[config.mk]
export PLATFORM = sky130hd
export DESIGN_NAME = pbfi_queue
export DESIGN_NICKNAME = d
export VERILOG_FILES = /design/src/rtl/pbfi_pkg.sv /design/src/rtl/pbfi_queue.sv
export SDC_FILE = /design/constraint.sdc
export NUM_CORES = 1
export LEC_CHECK = 0
export BUFFER_PORTS_ARGS = -buffer_cell sky130_fd_sc_hd__buf_2
export CAP_MARGIN = 20
export CORE_AREA = 10 10 183 185
export CTS_BUF_LIST = sky130_fd_sc_hd__clkbuf_8
export CTS_CLUSTER_DIAMETER = 60
export DETAILED_ROUTE_END_ITERATION = 16
export DIE_AREA = 0 0 193 195
export PLACE_DENSITY_LB_ADDON = 0.05
export SLEW_MARGIN = 20
export SYNTH_ARGS = -nofsm -noshare
export SYNTH_HDL_FRONTEND = slang
export SYNTH_SLANG_ARGS = --single-unit
[constraint.sdc]
create_clock -name i_clk -period 14.42 [get_ports i_clk]
set_input_delay 2.163 -clock i_clk [delete_from_list [all_inputs] [get_ports i_clk]]
set_output_delay 2.163 -clock i_clk [all_outputs]
set_load 0.02 [all_outputs]
[src/rtl/pbfi_pkg.sv]
// ----------------------------------------------------------------------------
// pbfi_pkg
// Shared types and constants of the partitioned bitmap filter insert block.
// ----------------------------------------------------------------------------
package pbfi_pkg;

    // configuration register indexes
    localparam int CFG_INDEX_W = 1;
    localparam int CFG_DATA_W  = 5;
    localparam logic [CFG_INDEX_W-1:0] REG_REGION_MODE = 1'b0;
    localparam logic [CFG_INDEX_W-1:0] REG_REGION_SIZE = 1'b1;

    // region mode codes, the unused code behaves as eight regions
    localparam logic [1:0] MODE_ONE   = 2'd0;
    localparam logic [1:0] MODE_FOUR  = 2'd1;
    localparam logic [1:0] MODE_EIGHT = 2'd2;

    localparam logic [1:0] MODE_RESET = MODE_FOUR;
    localparam logic [4:0] SIZE_RESET = 5'd15;
    localparam logic [4:0] SIZE_MIN   = 5'd5;

    // commands
    localparam logic CMD_INSERT = 1'b0;
    localparam logic CMD_READ   = 1'b1;

    localparam logic [31:0] HALF_MASK = 32'h0000ffff;
    localparam int          HALF_W    = 16;

    localparam int MAX_REGIONS = 8;
    localparam int REGION_W    = 3;
    // widest word address, for the largest bitmap the block supports
    localparam int ADDR_W_MAX  = 21;
    localparam int BIT_W       = 5;

    localparam int QUEUE_DEPTH = 2;

    typedef logic [ADDR_W_MAX-1:0] t_word_addr;

    // one classified item: word and bit of every region it touches
    typedef struct packed {
        logic                                  cmd;
        logic [REGION_W-1:0]                   last;
        t_word_addr [MAX_REGIONS-1:0]          addr;
        logic [MAX_REGIONS-1:0][BIT_W-1:0]     bitpos;
    } t_entry;

    typedef enum logic [2:0] {
        BK_CLEAR,
        BK_IDLE,
        BK_ISSUE,
        BK_DRAIN,
        BK_DONE
    } t_bk_state;

endpackage

[src/rtl/pbfi_queue.sv]
// ----------------------------------------------------------------------------
// pbfi_queue
// Short queue of classified items between front and back end.
// ----------------------------------------------------------------------------
module pbfi_queue (
    input  logic             i_clk,
    input  logic             i_rst_n,
    input  logic             i_push,
    input  pbfi_pkg::t_entry i_entry,
    input  logic             i_pop,
    output pbfi_pkg::t_entry o_entry,
    output logic             o_empty,
    output logic             o_full
);

    localparam int PTR_W = $clog2(pbfi_pkg::QUEUE_DEPTH);
    localparam int CNT_W = $clog2(pbfi_pkg::QUEUE_DEPTH + 1);

    pbfi_pkg::t_entry r_mem [pbfi_pkg::QUEUE_DEPTH];
    logic [PTR_W-1:0] r_wp;
    logic [PTR_W-1:0] r_rp;
    logic [CNT_W-1:0] r_cnt;

    assign o_empty = (r_cnt == '0);
    assign o_full  = (r_cnt == CNT_W'(pbfi_pkg::QUEUE_DEPTH));
    assign o_entry = r_mem[r_rp];

    always_ff @(posedge i_clk) begin
        if (i_push) begin
            r_mem[r_wp] <= i_entry;
        end
    end

    always_ff @(posedge i_clk) begin
        if (!i_rst_n) begin
            r_wp  <= '0;
            r_rp  <= '0;
            r_cnt <= '0;
        end else begin
            if (i_push) begin
                r_wp <= PTR_W'((32'(r_wp) + 1) % pbfi_pkg::QUEUE_DEPTH);
            end
            if (i_pop) begin
                r_rp <= PTR_W'((32'(r_rp) + 1) % pbfi_pkg::QUEUE_DEPTH);
            end
            case ({i_push, i_pop})
                2'b10:   r_cnt <= r_cnt + 1'b1;
                2'b01:   r_cnt <= r_cnt - 1'b1;
                default: r_cnt <= r_cnt;
            endcase
        end
    end

endmodule

## Word level (Yosys, flattened, before mapping)

Memory sizes are Yosys's and may differ from the RTL's. A register that Yosys moved wholly into a read port is not among the register bits.
Index checks and enable logic that the tools add are counted.

- Register bits: 4
- Bits in latches: 0
- RAM bits: 424
- ROM bits: 0
- Input bits: 216
- Output and inout port bits: 214
- Logic and storage cells: 18
- Memories kept: 1

- $add $sub $neg: 4
- Multipliers: 0
- Divide/modulo/power cells: 0
- $lt $le $gt $ge: 0
- Equal/unequal tests: 3
- Shift operators: 0
- Multiplexer cells: 5
- Bitwise logic cells: 0
- Reductions and logical operators: 2

Memories:

| name | depth | bits a word | rd ports | clocked after memory_dff | write ports | line | text |
|---|---|---|---|---|---|---|---|
| r_mem | 2 | 212 | 1 | 1 | 1 | pbfi_queue.sv:19 | `pbfi_pkg::t_entry r_mem [pbfi_pkg::QUEUE_DEPTH];` |

Operator list:

| operator | number |
|---|---|
| equality test 2 bit, second input constant | 2 |
| 2-to-1 mux 1 bit | 4 |
| one-hot mux 2 bit (2 select lines) | 1 |
| adder 1 bit, second input constant | 2 |
| adder 2 x 1 -> 2 bit, second input constant | 1 |
| equality test 2 x 1 -> 1 bit, second input constant | 1 |
| zero test 2 bit | 1 |
| nonzero test 2 bit | 1 |
| subtractor 2 x 1 -> 2 bit, second input constant | 1 |

## Depth between registers and ports, before layout

- Word-level depth: 3
- Depth in mapped cells: 5
- Depth with buffers taken out: 5

## Least setup slack after synthesis

No wires, ideal clock.

- Kind: input to register
- Start point: input port i_push
- End point: register r_wp
- Setup time: 100 ps
- Data arrival time: 11,837 ps
- Required time: 14,320 ps
- Slack: 2,483 ps
- Stages on the path: 3
- Buffers on the path: 0
- Path through: inv_1 > nor2_1 > o21a_1

RTL lines:

| element | line | text |
|---|---|---|
| from (decl) | pbfi_queue.sv:8 | `input logic i_push,` |
| to (signal assigned) | pbfi_queue.sv:41 | `r_wp <= PTR_W'((32'(r_wp) + 1) % pbfi_pkg::QUEUE_DEPTH);` |
| to (decl) | pbfi_queue.sv:20 | `logic [PTR_W-1:0] r_wp;` |

==> impl_metrics.ini <==
[synth]
async_flop_share_pct = 0
synth_top_cells_by_count = edfxtp_1, mux2_4, mux2_2, buf_6, dfxtp_1
synth_area_per_cell_um2 = 23.8
synth_top_area_cell = edfxtp_1
synth-seq-area-share_pct = 78.9
synthCells = 682
synth-main-ff-cell = edfxtp_1
synth.area.top_cells = edfxtp_1, mux2_4, mux2_2
yosysTopAreaCellShare_pct = 78.3
syn_area_um2 = 16300
synth.most_common_cell = edfxtp_1
ys_warn_count = 0
synth_edf_count = 424
ys_ff_latch = 429
syn-num-nets = 899
ys_types = 18

[setup_path]
critPathSlowestCell = dfxtp_4
critPathMaxFanout = 121
ff2ff_setup_slack_ps = 11520
start_kind = flop
crit_arrival_ps = 3070
required_ps = 12260
crit_type = flop to primary output
path_cells = buf_12 -> mux2_2 -> buf_2
r2r-start = r_wp
cpPeakStageDelay_ps = 950
crit_path_end_kind = primary output

[clocking]
cts-root-buf = clkbuf_8
cts.htree.levels = 3
cts.sinks = 429
cts_buffers = 70
cts.hold.buffers_added = 0
cts_setup_buffers = 0
tritoncts = done
cts_max_path_buffers = 3
ctsResizeCount = 0
clkLatencyLatePin_ps = 560
clk_pin_slew_worst_paths_ps = 60

[global_routing]
grt_max_degree = 171
grt-ovfl-total = 0
grt_pass1_wl_um = 52300
grt_antenna_before_repair = 14
grt_usage_pct = 18.6
grt_pass1_vias = 8757

[sta]
rsz0062_at_grt = false
fin_setup_tns_ps = 0
fmax_mhz = 191
hold_viol = 0
finalCritPeriodShare_pct = 36.3
worst_pin_slew_ps = 1080
setup_viol_count_final = 0
slew_headroom_pct = 27.7
period_minus_slack_ps = 5230
finalMaxSlewViolations = 0
worst_clock_skew_ps = 23.1

[floorplan]
die_w_um = 193
die_area_um2 = 37600
coreArea_um2 = 30000
io_pins = 430
start_util_pct = 54.1
die_y_um = 195
rows = 64

[power_and_ir_drop]
power_density_nw_per_um2 = 138
leakage_nw = 8.00
irDropWorstVdd_mv = 0.102

[place]
gp_congestion = 0.749
dp_hpwl_um = 24900
port_buffers = 429

[layout]
nets = 1383
drive_gt1_share_pct = 60.2
areaGrowthSynthToFinish_pct = 23.1
finish.utilization_pct = 66.6

[worst_hold_path]
hold_start = r_cnt[1]
hold_class = flop to flop

[route]
dr.pass1.iters = 4
first_iter_violations = 400
ant_nets = 0
via_per_inst = 4.97
wl_per_cell_um = 22.2
drc = 0
via_count = 8081
wl_um = 36100

[run]
max-cap-violations = 0

[status]
status = completed
==> cell type report <==
type                    instances  area (um2)
diodes                         13        32.5
clock inverters                53         249
flip-flops and latches        429       12800
clock buffers                  71         977
inverters                       1        3.75
multi-input cells             228        3190
fillers                      2143       10000
well taps                     396         495
repair buffers                436        2220
==> sequential cells by signal, indices dropped and copies added (netlist names), named ones only <==
name	count
r_mem	424
r_cnt	2
r_rp	1
r_wp	1
==> worst paths after layout <==
path | cells past startpoint | end
worst max register to register | 3 | r_mem[1][200]
worst max-delay path | 3 | o_entry[202]
worst min register to register | 2 | r_cnt[1]
worst min-delay path | 2 | r_cnt[1]
==> metrics by stage <==
stage | power [mW] | worst slack (ps) | std cells | hold slack, ps | cell area (um2)
floorplan | 1.75 | 2480 | 682 | 466 | 16300
global placement | 1.86 | 9590 | 1490 | 484 | 18700
detailed placement | 1.86 | 9600 | 1490 | 503 | 18700
CTS | 2.79 | 9220 | 1614 | 512 | 20000
global route | 2.88 | 9080 | 1619 | 553 | 20000
finish | 2.76 | 9190 | 1627 | 510 | 20000
==> metal layers <==
metal	track usage, %	part of all wire (%)	up-vias	wire, um
li1	-	-	3727	-
met1	20.0	35	3946	12800
met2	31.1	51	331	18200
met3	8.84	11	67	4120
met4	6.93	2.4	10	866
met5	0	0.16	-	57
==> power by group <==
group / switching [mW] / internal (mW)
combinational: 0.205 / 0.162
sequential: 0.0224 / 1.44
clock: 0.446 / 0.477
total: 0.673 / 2.08
==> kinds of logic (layout without fill, tap and decap cells) <==
| logic type | count (synthesis) | in the layout | synth area share [%] |
|---|---|---|---|
| DFF | 429 | 429 | 78.9 |
| muxes | 212 | 212 | 18.8 |
| buffers and inverters | 25 | 561 | 1.53 |
| and+or+nand+nor | 9 | 9 | 0.331 |
| AOI/OAI and AO/OA | 3 | 3 | 0.123 |
| xor gates and xnor gates | 3 | 3 | 0.162 |
| adders and majority gates | 1 | 1 | 0.0770 |
| other | 0 | 13 | 0 |
==> layout by cell type, fill, tap and decap left out <==
cell type   synthesis  layout
buf_2               4     429
clkinv_1            0      14
xnor2_1             2       2
ha_1                1       1
xor2_1              1       1
edfxtp_1          424     424
dfxtp_4             0       1
and2_4              0       1
mux2_4            180     180
clkbuf_8            0      71
and2b_2             1       1
inv_6               0       2
buf_4               0       5
inv_1               1      30
mux2_2             32      32
or3_1               1       1
clkinvlp_4          0       2
nor2_4              0       1
o21ai_0             1       1
a21boi_1            1       1
buf_12              0       2
dfxtp_1             5       4
clkinv_2            0       5
diode_2             0      13
and2_1              4       3
nor2_1              2       1
nor2b_1             1       1
bufinv_16           0       1
o21a_1              1       1
==> worst max-delay path, delay by kind of cell, from the launching register on <==
family,cells,cell delay (ps)
DFF,1,950
buffers and inverters,2,780
muxes,1,420
Power figures use the tool's default switching activity.
