`src/rtl/pbfi_pkg.sv`:
```
// ----------------------------------------------------------------------------
// pbfi_pkg
// Shared types and constants of the partitioned bitmap filter insert block.
// ----------------------------------------------------------------------------
package pbfi_pkg;

    // configuration register indexes
    localparam int CFG_INDEX_W = 1;
    localparam int CFG_DATA_W  = 5;
    localparam logic [CFG_INDEX_W-1:0] REG_REGION_MODE = 1'b0;
    localparam logic [CFG_INDEX_W-1:0] REG_REGION_SIZE = 1'b1;

    // region mode codes, the unused code behaves as eight regions
    localparam logic [1:0] MODE_ONE   = 2'd0;
    localparam logic [1:0] MODE_FOUR  = 2'd1;
    localparam logic [1:0] MODE_EIGHT = 2'd2;

    localparam logic [1:0] MODE_RESET = MODE_FOUR;
    localparam logic [4:0] SIZE_RESET = 5'd15;
    localparam logic [4:0] SIZE_MIN   = 5'd5;

    // commands
    localparam logic CMD_INSERT = 1'b0;
    localparam logic CMD_READ   = 1'b1;

    localparam logic [31:0] HALF_MASK = 32'h0000ffff;
    localparam int          HALF_W    = 16;

    localparam int MAX_REGIONS = 8;
    localparam int REGION_W    = 3;
    // widest word address, for the largest bitmap the block supports
    localparam int ADDR_W_MAX  = 21;
    localparam int BIT_W       = 5;

    localparam int QUEUE_DEPTH = 2;

    typedef logic [ADDR_W_MAX-1:0] t_word_addr;

    // one classified item: word and bit of every region it touches
    typedef struct packed {
        logic                                  cmd;
        logic [REGION_W-1:0]                   last;
        t_word_addr [MAX_REGIONS-1:0]          addr;
        logic [MAX_REGIONS-1:0][BIT_W-1:0]     bitpos;
    } t_entry;

    typedef enum logic [2:0] {
        BK_CLEAR,
        BK_IDLE,
        BK_ISSUE,
        BK_DRAIN,
        BK_DONE
    } t_bk_state;

endpackage

```
`src/rtl/pbfi_in_if.sv`:
```
// ----------------------------------------------------------------------------
// pbfi_in_if
// Input channel: command, 128-bit hash and read word address.
// ----------------------------------------------------------------------------
interface pbfi_in_if;
    logic        valid;
    logic        ready;
    logic        command;
    logic [31:0] hash_word0;
    logic [31:0] hash_word1;
    logic [31:0] hash_word2;
    logic [31:0] hash_word3;
    logic [14:0] word_address;

    modport source (
        output valid, command, hash_word0, hash_word1, hash_word2, hash_word3,
               word_address,
        input  ready
    );
    modport sink (
        input  valid, command, hash_word0, hash_word1, hash_word2, hash_word3,
               word_address,
        output ready
    );
endinterface

```
`src/rtl/pbfi_front.sv`:
```
// ----------------------------------------------------------------------------
// pbfi_front
// Holds the configuration and turns each accepted item into region word
// addresses and bit positions for the back end.
// ----------------------------------------------------------------------------
module pbfi_front #(
    parameter int TOTAL_BITS_LOG2 = 20
) (
    input  logic                               i_clk,
    input  logic                               i_rst_n,
    input  logic                               i_cfg_we,
    input  logic [pbfi_pkg::CFG_INDEX_W-1:0]   i_cfg_index,
    input  logic [pbfi_pkg::CFG_DATA_W-1:0]    i_cfg_data,
    pbfi_in_if.sink                            i_item,
    input  logic                               i_queue_full,
    input  logic                               i_clearing,
    output logic                               o_push,
    output pbfi_pkg::t_entry                   o_entry
);

    localparam logic [4:0] TOTAL_LOG2 = 5'(TOTAL_BITS_LOG2);

    logic [1:0] r_mode;
    logic [4:0] r_size;

    logic [1:0]  cnt_log2;
    logic [4:0]  size_top;
    logic [4:0]  size_clamp;
    logic [4:0]  size_eff;
    logic [4:0]  stride_sh;
    logic [31:0] idx_mask;
    logic [pbfi_pkg::REGION_W-1:0] last_region;
    logic [31:0] src [pbfi_pkg::MAX_REGIONS];

    always_ff @(posedge i_clk) begin
        if (!i_rst_n) begin
            r_mode <= pbfi_pkg::MODE_RESET;
            r_size <= pbfi_pkg::SIZE_RESET;
        end else if (i_cfg_we) begin
            if (i_cfg_index == pbfi_pkg::REG_REGION_MODE) begin
                r_mode <= i_cfg_data[1:0];
            end else begin
                r_size <= i_cfg_data;
            end
        end
    end

    assign i_item.ready = !i_queue_full && !i_clearing;
    assign o_push       = i_item.valid && i_item.ready;

    // region count and clamped region size
    always_comb begin
        case (r_mode)
            pbfi_pkg::MODE_ONE: begin
                cnt_log2    = 2'd0;
                last_region = 3'd0;
            end
            pbfi_pkg::MODE_FOUR: begin
                cnt_log2    = 2'd2;
                last_region = 3'd3;
            end
            default: begin
                cnt_log2    = 2'd3;
                last_region = 3'd7;
            end
        endcase
        size_top   = TOTAL_LOG2 - {3'b000, cnt_log2};
        size_clamp = (r_size > size_top) ? size_top : r_size;
        size_eff   = (size_clamp < pbfi_pkg::SIZE_MIN) ? pbfi_pkg::SIZE_MIN : size_clamp;
        stride_sh  = size_eff - pbfi_pkg::SIZE_MIN;
        idx_mask   = ~(32'hffffffff << size_eff);
    end

    // hash words to region sources
    always_comb begin
        for (int r = 0; r < pbfi_pkg::MAX_REGIONS; r++) begin
            src[r] = 32'd0;
        end
        case (r_mode)
            pbfi_pkg::MODE_ONE: begin
                src[0] = i_item.hash_word3;
            end
            pbfi_pkg::MODE_FOUR: begin
                src[0] = i_item.hash_word3;
                src[1] = i_item.hash_word2;
                src[2] = i_item.hash_word1;
                src[3] = i_item.hash_word0;
            end
            default: begin
                src[0] = i_item.hash_word0 & pbfi_pkg::HALF_MASK;
                src[1] = i_item.hash_word0 >> pbfi_pkg::HALF_W;
                src[2] = i_item.hash_word1 & pbfi_pkg::HALF_MASK;
                src[3] = i_item.hash_word1 >> pbfi_pkg::HALF_W;
                src[4] = i_item.hash_word2 & pbfi_pkg::HALF_MASK;
                src[5] = i_item.hash_word2 >> pbfi_pkg::HALF_W;
                src[6] = i_item.hash_word3 & pbfi_pkg::HALF_MASK;
                src[7] = i_item.hash_word3 >> pbfi_pkg::HALF_W;
            end
        endcase
    end

    // per region: word = region * stride + index / 32, bit = index % 32
    always_comb begin
        logic [31:0] idx;
        logic [26:0] region_off;
        logic [26:0] word_sel;
        o_entry.cmd  = i_item.command;
        o_entry.last = (i_item.command == pbfi_pkg::CMD_READ) ? 3'd0 : last_region;
        for (int r = 0; r < pbfi_pkg::MAX_REGIONS; r++) begin
            idx        = src[r] & idx_mask;
            region_off = 27'(r) << stride_sh;
            word_sel   = 27'(idx >> 5);
            o_entry.addr[r]   = pbfi_pkg::ADDR_W_MAX'(region_off + word_sel);
            o_entry.bitpos[r] = idx[pbfi_pkg::BIT_W-1:0];
        end
        if (i_item.command == pbfi_pkg::CMD_READ) begin
            o_entry.addr[0] = pbfi_pkg::ADDR_W_MAX'(i_item.word_address);
        end
    end

endmodule

```
`src/flat_wrapper.sv`:
```
// flat-port wrapper written by rule: the top's interface ports become plain ports
module pbfi_front_flat 
#(
    parameter int TOTAL_BITS_LOG2 = 20
)
  (i_clk, i_rst_n, i_cfg_we, i_cfg_index, i_cfg_data, i_queue_full, i_clearing, o_push, o_entry, i_item_valid, i_item_command, i_item_hash_word0, i_item_hash_word1, i_item_hash_word2, i_item_hash_word3, i_item_word_address, i_item_ready);
  pbfi_in_if i_item_i ();
  input  logic i_clk;
  input  logic i_rst_n;
  input  logic i_cfg_we;
  input  logic [pbfi_pkg::CFG_INDEX_W-1:0] i_cfg_index;
  input  logic [pbfi_pkg::CFG_DATA_W-1:0] i_cfg_data;
  input  logic i_queue_full;
  input  logic i_clearing;
  output logic o_push;
  output pbfi_pkg::t_entry o_entry;
  input wire logic [$bits(i_item_i.valid)-1:0] i_item_valid;
  input wire logic [$bits(i_item_i.command)-1:0] i_item_command;
  input wire logic [$bits(i_item_i.hash_word0)-1:0] i_item_hash_word0;
  input wire logic [$bits(i_item_i.hash_word1)-1:0] i_item_hash_word1;
  input wire logic [$bits(i_item_i.hash_word2)-1:0] i_item_hash_word2;
  input wire logic [$bits(i_item_i.hash_word3)-1:0] i_item_hash_word3;
  input wire logic [$bits(i_item_i.word_address)-1:0] i_item_word_address;
  output wire logic [$bits(i_item_i.ready)-1:0] i_item_ready;
  assign i_item_i.valid = i_item_valid;
  assign i_item_i.command = i_item_command;
  assign i_item_i.hash_word0 = i_item_hash_word0;
  assign i_item_i.hash_word1 = i_item_hash_word1;
  assign i_item_i.hash_word2 = i_item_hash_word2;
  assign i_item_i.hash_word3 = i_item_hash_word3;
  assign i_item_i.word_address = i_item_word_address;
  assign i_item_ready = i_item_i.ready;
  pbfi_front #(.TOTAL_BITS_LOG2(TOTAL_BITS_LOG2)) u_core (.i_clk(i_clk), .i_rst_n(i_rst_n), .i_cfg_we(i_cfg_we), .i_cfg_index(i_cfg_index), .i_cfg_data(i_cfg_data), .i_item(i_item_i), .i_queue_full(i_queue_full), .i_clearing(i_clearing), .o_push(o_push), .o_entry(o_entry));
endmodule
```
`config.mk`:
```
export PLATFORM = sky130hd
export DESIGN_NAME = pbfi_front_flat
export DESIGN_NICKNAME = d
export VERILOG_FILES = /design/src/rtl/pbfi_pkg.sv /design/src/rtl/pbfi_in_if.sv /design/src/rtl/pbfi_front.sv /design/src/flat_wrapper.sv
export SDC_FILE = /design/constraint.sdc
export NUM_CORES = 1
export LEC_CHECK = 0
export ABC_AREA = 0
export BUFFER_PORTS_ARGS = -buffer_cell sky130_fd_sc_hd__clkbuf_2
export CAP_MARGIN = 20
export CORE_AREA = 2 2 142 144
export CTS_CLUSTER_DIAMETER = 40
export CTS_CLUSTER_SIZE = 12
export DETAILED_ROUTE_END_ITERATION = 10
export DIE_AREA = 0 0 144 146
export GPL_ROUTABILITY_DRIVEN = 0
export MAX_ROUTING_LAYER = met4
export PLACE_DENSITY = 0.68
export SKIP_CTS_REPAIR_TIMING = 1
export SYNTH_ARGS = -nofsm -noshare
export SYNTH_HDL_FRONTEND = slang
export SYNTH_SLANG_ARGS = --single-unit
```
`constraint.sdc`:
```
create_clock -name i_clk -period 10.4 [get_ports i_clk]
set_clock_uncertainty 0.05 [all_clocks]
set_input_delay 1.56 -clock i_clk [delete_from_list [all_inputs] [get_ports i_clk]]
set_output_delay 1.56 -clock i_clk [all_outputs]
set_load 0.005 [all_outputs]
```
=== Word level (Yosys, flattened, before mapping) ===
Index checks and enable logic that the tools add are counted.

* Add/subtract/negate cells: 10
* $lt $le $gt $ge: 2
* Equality and inequality tests: 1
* Shift-type cells: 9
* Multiplexer cells: 9
* Bitwise operators: 10
* Reduce and logical (&&, ||, !) cells: 8

{| class="wikitable"
|+ Operators by type and width
! kind !! count
|-
| 26-bit AND || 7
|-
| 90-bit case mux with 2 select lines || 1
|-
| 21-bit adder || 8
|-
| 112-bit 2-to-1 mux || 1
|-
| 3-bit by 5-bit left shift with 21-bit output (first input constant) || 4
|-
| 1-bit by 5-bit left shift with 21-bit output (first input constant) || 2
|-
| 2-bit by 5-bit left shift with 21-bit output (first input constant) || 2
|-
| 32-bit by 5-bit left shift with 26-bit output (first input constant) || 1
|-
| 16-bit by 26-bit AND with 26-bit output || 1
|-
| 26-bit 2-to-1 mux || 1
|-
| 26-bit NOT || 1
|-
| 21-bit 2-to-1 mux || 1
|-
| 5-bit 2-to-1 mux || 2
|-
| 3-bit case mux with 2 select lines || 1
|-
| 5-bit greater-than comparator || 1
|-
| 5-bit by 3-bit less-than comparator with 1-bit output (second input constant) || 1
|-
| 5-bit by 2-bit subtractor with 5-bit output (first input constant) || 1
|-
| 5-bit by 3-bit subtractor with 5-bit output (second input constant) || 1
|-
| 2-bit case mux with 2 select lines || 1
|-
| 2-bit AND reduction || 2
|-
| 3-bit 2-to-1 mux || 1
|-
| 2-bit by 1-bit equality test with 1-bit output (second input constant) || 1
|-
| 1-bit logical AND || 2
|-
| 1-bit zero test || 2
|-
| other kinds (3) || 3
|}

* Register bits: 7
* Input bits: 156
* Output and inout port bits: 214
* Word-level logic and storage cells: 51

=== Longest topological paths before layout ===
* Depth in word-level cells: 12
* Depth in mapped cells: 31
* Depth with buffers taken out: 27

=== Least setup slack after synthesis ===
No wires, ideal clock.

* Path type: flip-flop to output port
* From: reg u_core.r_mode[1]
* To: out o_entry[102] in the netlist's numbering
* Data arrival time: 6.519 ns
* Data required time: 8.790 ns
* Slack: 2.271 ns
* Cell stages (with the launch flop): 29
* Buffers on the path: 5
* Cell sequence: dfxtp_1 buf_4 nor2_1 inv_1 clkbuf_1 ha_1 a211o_1 o211ai_2 buf_6 nor2_2 a21o_1 o21ai_2 ha_1 inv_1 ha_1 clkbuf_1 clkbuf_1 or3_1 nor2_1 ha_1 a21o_1 a21oi_1 o21ai_1 a311oi_2 o21ai_2 a2111oi_2 o21bai_1 a21oi_1 xnor2_1

{| class="wikitable"
|+ RTL lines
! what !! RTL line !! source
|-
| from (decl) || pbfi_front.sv:23 || <nowiki>logic [1:0] r_mode;</nowiki>
|-
| from (signal assigned) || pbfi_front.sv:37 || <nowiki>r_mode <= pbfi_pkg::MODE_RESET;</nowiki>
|-
| from (signal assigned) || pbfi_front.sv:41 || <nowiki>r_mode <= i_cfg_data[1:0];</nowiki>
|-
| to (decl) || flat_wrapper.sv:16 || <nowiki>output pbfi_pkg::t_entry o_entry;</nowiki>
|}

==> report_table.html <==
<table>
<tr><th>Metric</th><th>Value</th></tr>
<tr><th colspan="2">Floorplanning</th></tr>
<tr><td>Placeable core area</td><td>19300 um2</td></tr>
<tr><td>Starting Density</td><td>a little under two fifths</td></tr>
<tr><td>Die extent in y</td><td>146 um</td></tr>
<tr><td>Total number of placement rows</td><td>51</td></tr>
<tr><td>Area of the die</td><td>21000 um2</td></tr>
<tr><td>Die outline width</td><td>144 um</td></tr>
<tr><td>Number of I/O pins</td><td>370</td></tr>
<tr><th colspan="2">Setup path</th></tr>
<tr><td>Reg-to-reg critical path startpoint</td><td>u_core.r_size[3]</td></tr>
<tr><td>Flop-to-flop setup slack</td><td>9.38 ns</td></tr>
<tr><td>Peak per-stage delay on the critical path</td><td>roughly 0.67 ns</td></tr>
<tr><td>Depth of the worst register-to-register path</td><td>2</td></tr>
<tr><td>Endpoint of the worst register-to-register path</td><td>u_core.r_size[3]</td></tr>
<tr><td>Type of element launching the critical path</td><td>register</td></tr>
<tr><td>Timing startpoint of the critical path</td><td>u_core.r_mode[1]</td></tr>
<tr><td>Timing endpoint of the critical path</td><td>o_entry[102]</td></tr>
<tr><td>Master of the slowest instance on the critical path</td><td>sky130_fd_sc_hd__nor2_1</td></tr>
<tr><td>Delay-heaviest family, CP</td><td>compound AO/OA/AOI/OAI gates</td></tr>
<tr><td>Critical Path Fanout Max</td><td>43</td></tr>
<tr><td>Data required time of the worst path</td><td>8.79 ns</td></tr>
<tr><td>Critical path start-end classification</td><td>reg -&gt; out</td></tr>
<tr><td>Worst path most repeated cell</td><td>sky130_fd_sc_hd__ha_1</td></tr>
<tr><td>Kind of capture point of the worst setup path</td><td>output port</td></tr>
<tr><td>Worst path buffer plus inverter count</td><td>5</td></tr>
<tr><td>Arr. time, crit path</td><td>around 7.9 ns</td></tr>
<tr><td>Levels on crit path</td><td>26</td></tr>
<tr><th colspan="2">Logic synthesis</th></tr>
<tr><td>Yosys warning total</td><td>0</td></tr>
<tr><td>Library cells used by synthesis</td><td>71</td></tr>
<tr><td>Most frequent cells after synthesis</td><td>sky130_fd_sc_hd__ha_1 (109), sky130_fd_sc_hd__nor2_1 (107), sky130_fd_sc_hd__a21oi_1 (90), sky130_fd_sc_hd__nand2_1 (73), sky130_fd_sc_hd__xnor2_1 (72)</td></tr>
<tr><td>Proportion of synthesized chip area in sequential cells</td><td>1.94%</td></tr>
<tr><td>Synth Flop Type</td><td>sky130_fd_sc_hd__dfxtp_1</td></tr>
<tr><td>Synthesized instance count</td><td>about 1100</td></tr>
<tr><td>Post-synthesis cell type with the largest combined area</td><td>sky130_fd_sc_hd__ha_1</td></tr>
<tr><td>Most instantiated library cell after synthesis</td><td>sky130_fd_sc_hd__ha_1</td></tr>
<tr><td>Largest cells by area after synthesis</td><td>sky130_fd_sc_hd__ha_1 (19%), sky130_fd_sc_hd__xnor2_1 (8.7%), sky130_fd_sc_hd__a21oi_1 (6.2%)</td></tr>
<tr><td>Synth Register Bits</td><td>7</td></tr>
<tr><td>Number of enable flip-flop cells after synthesis</td><td>0</td></tr>
<tr><td>Share of flip-flops with an asynchronous set or reset</td><td>0%</td></tr>
<tr><td>Yosys top cell area share</td><td>a little under a fifth</td></tr>
<tr><td>Summed instance area of the synthesized netlist</td><td>7240 um2</td></tr>
<tr><td>Average cell area after synthesis</td><td>slightly below 7 um2</td></tr>
<tr><th colspan="2">Clocking</th></tr>
<tr><td>Latest clock arrival within the worst-skew pair</td><td>0.23 ns</td></tr>
<tr><td>CTS H-Tree Depth</td><td>1</td></tr>
<tr><td>Clock tree from TritonCTS</td><td>built</td></tr>
<tr><td>Maximum root-to-sink buffer count</td><td>2</td></tr>
<tr><td>Clock slew at the register clock pins of the worst setup and hold paths</td><td>0.03 ns</td></tr>
<tr><td>Buffer cell driving the clock tree root</td><td>sky130_fd_sc_hd__clkbuf_16</td></tr>
<tr><td>Count of clock tree sinks</td><td>7</td></tr>
<tr><td>TritonCTS Buffers</td><td>3</td></tr>
<tr><th colspan="2">Global routing</th></tr>
<tr><td>Number of global-route vias before repair</td><td>8654</td></tr>
<tr><td>Maximum number of pins on one net before global-route repair</td><td>77</td></tr>
<tr><td>Total gr overflow</td><td>0</td></tr>
<tr><td>Antenna violations before repair</td><td>1</td></tr>
<tr><td>Wire length of the first global-routing pass</td><td>49800 um</td></tr>
<tr><td>All-Layer GR Usage</td><td>31.8%</td></tr>
<tr><th colspan="2">Placement</th></tr>
<tr><td>Count of buffers from port buffering</td><td>366</td></tr>
<tr><td>Post-detailed-placement cell area</td><td>9280 um2</td></tr>
<tr><td>Half-perimeter wire length after detailed placement</td><td>roughly 29000 um</td></tr>
<tr><th colspan="2">STA</th></tr>
<tr><td>Unrepaired setup endpoints after global routing</td><td>no</td></tr>
<tr><td>Hold Violations, Final</td><td>0</td></tr>
<tr><td>Worst hold slack across all endpoints</td><td>around 0.46 ns</td></tr>
<tr><td>Final critical-path required period</td><td>9.47 ns</td></tr>
<tr><td>Least-Margin Pin Slew</td><td>0.915 ns</td></tr>
<tr><td>Worst-case headroom to the max-slew limit</td><td>38.3%</td></tr>
<tr><td>Number of endpoints failing setup at the final stage</td><td>0</td></tr>
<tr><td>Final count of pins violating max slew</td><td>0</td></tr>
<tr><td>Fin crit share</td><td>91.1%</td></tr>
<tr><td>Peak clock frequency supported by timing</td><td>106 MHz</td></tr>
<tr><td>Setup TNS after final layout</td><td>0 ns</td></tr>
<tr><th colspan="2">Power and ir drop</th></tr>
<tr><td>Cell leakage power</td><td>5.51 nW</td></tr>
<tr><td>Worst ir drop on vdd</td><td>116 uV</td></tr>
<tr><td>Total Power Consumption</td><td>0.628 mW</td></tr>
<tr><td>PwrDens</td><td>67.1 nW/um2</td></tr>
<tr><th colspan="2">Drt</th></tr>
<tr><td>Overall via count from detail_route</td><td>9368</td></tr>
<tr><td>Wire length per cell after detailed routing</td><td>21.0 um</td></tr>
<tr><td>Pre-antenna DRT Iters</td><td>7</td></tr>
<tr><td>Antenna-violating nets left</td><td>0</td></tr>
<tr><td>Iteration-0 DRC Markers</td><td>784</td></tr>
<tr><td>Vias per inst</td><td>between 5 and 6</td></tr>
<tr><td>Remaining design rule violation count</td><td>0</td></tr>
<tr><td>Final Routed Wirelength</td><td>34800 um</td></tr>
<tr><th colspan="2">Outcome</th></tr>
<tr><td>Outcome</td><td>complete, no violations</td></tr>
<tr><th colspan="2">Worst hold path</th></tr>
<tr><td>Type of the worst min-delay path</td><td>reg -&gt; reg</td></tr>
<tr><th colspan="2">Final layout</th></tr>
<tr><td>Post-layout util</td><td>48.4%</td></tr>
<tr><td>Layout cell share with drive strength beyond 1</td><td>30.4%</td></tr>
<tr><td>Area growth from synthesis to layout</td><td>29.4%</td></tr>
<tr><td>Layout Nets</td><td>1668</td></tr>
<tr><td>Fillers</td><td>2021</td></tr>
<tr><td>Area of all placed cells without fillers</td><td>around 9400 um2</td></tr>
<tr><th colspan="2">Run</th></tr>
<tr><td>Max_cap viols</td><td>0</td></tr>
</table>
## cell usage in the layout (no fill, tap or decap), drive strengths merged, types with 4 or more instances in the layout
cell,Yosys,routed
nor2b,21,21
a21oi,94,94
a211oi,4,4
nor2,109,109
o211ai,7,7
dfxtp,7,7
a22o,8,8
mux2i,16,16
a22oi,25,25
o21a,8,8
and2,43,43
nand3,28,28
nor3,28,28
xor2,23,23
buf,20,12
o21ai,41,41
clkbuf,33,370
a21o,30,30
nand2b,16,16
nor4,4,4
xnor2,72,72
fa,7,7
inv,55,55
o21bai,21,21
or2,11,11
conb,1,9
nand4,5,5
a211o,5,5
nand2,74,74
ha,109,109
and3,71,71
mux2,5,5
a31oi,7,7
o31ai,12,12
or3,6,6
## cell type report
type                            count  area, um2  area share (%)
Multi-Input combinational cell    951       6680            71.3
Timing Repair Buffer              378       1920            20.5
Tap cell                          265        332            3.54
Inverter                           55        206            2.20
Sequential cell                     7        144            1.54
Clock buffer                        4       78.8           0.842
Antenna cell                        1       2.50          0.0267
## worst min-delay path by stage
stage | startpoint | end | cells after the start
2_1_floorplan | u_core.r_mode[0] | u_core.r_mode[0] | 2
3_3_place_gp | u_core.r_mode[0] | u_core.r_mode[0] | 2
3_5_place_dp | u_core.r_mode[0] | u_core.r_mode[0] | 2
4_1_cts | u_core.r_mode[0] | u_core.r_mode[0] | 2
5_1_grt | u_core.r_mode[0] | u_core.r_mode[0] | 2
6_report | u_core.r_mode[0] | u_core.r_mode[0] | 2
## metal layers
| metal | track usage (%) | up-vias | wire [um] |
|---|---|---|---|
| met3 | 3.75 | 64 | 2530 |
| met4 | 7.89 | 0 | 993 |
| li1 | - | 4456 | - |
| met1 | 40.1 | 4344 | 14600 |
| met2 | 53.7 | 504 | 16700 |
| met5 | - | - | 0 |
## stage by stage
step                      instances  setup WS [ns]
after floorplan                1066           2.27
after global placement         1656           1.48
after detailed placement       1656           1.25
after CTS                      1660          0.974
after global routing           1661          0.389
final                          1661          0.925
## flip-flops by register name, indices dropped and copies added, names as in the netlist
name           count
u_core.r_mode      2
u_core.r_size      5
## power by group
group	internal, mW	switching (mW)
registers	0.0285	0.00632
clock network	0.0509	0.0136
logic	0.209	0.320
## cell families after synthesis
group | after synthesis | share of synthesized area [%]
simple gates | 424 | 29.9
other cells | 1 | 0.0518
xor+xnor | 95 | 11.5
mux | 21 | 2.99
flops | 7 | 1.94
buf+inv | 108 | 6.34
fa+ha+maj | 118 | 21.1
compound gates | 284 | 26.2
## worst min-delay path, cell delays in order, from the launching register on
cell and delay [ns]:
sky130_fd_sc_hd__dfxtp_1 0.35, sky130_fd_sc_hd__mux2i_1 0.08, sky130_fd_sc_hd__nand2_1 0.06
No activity file was read; power rests on OpenSTA's default activity.
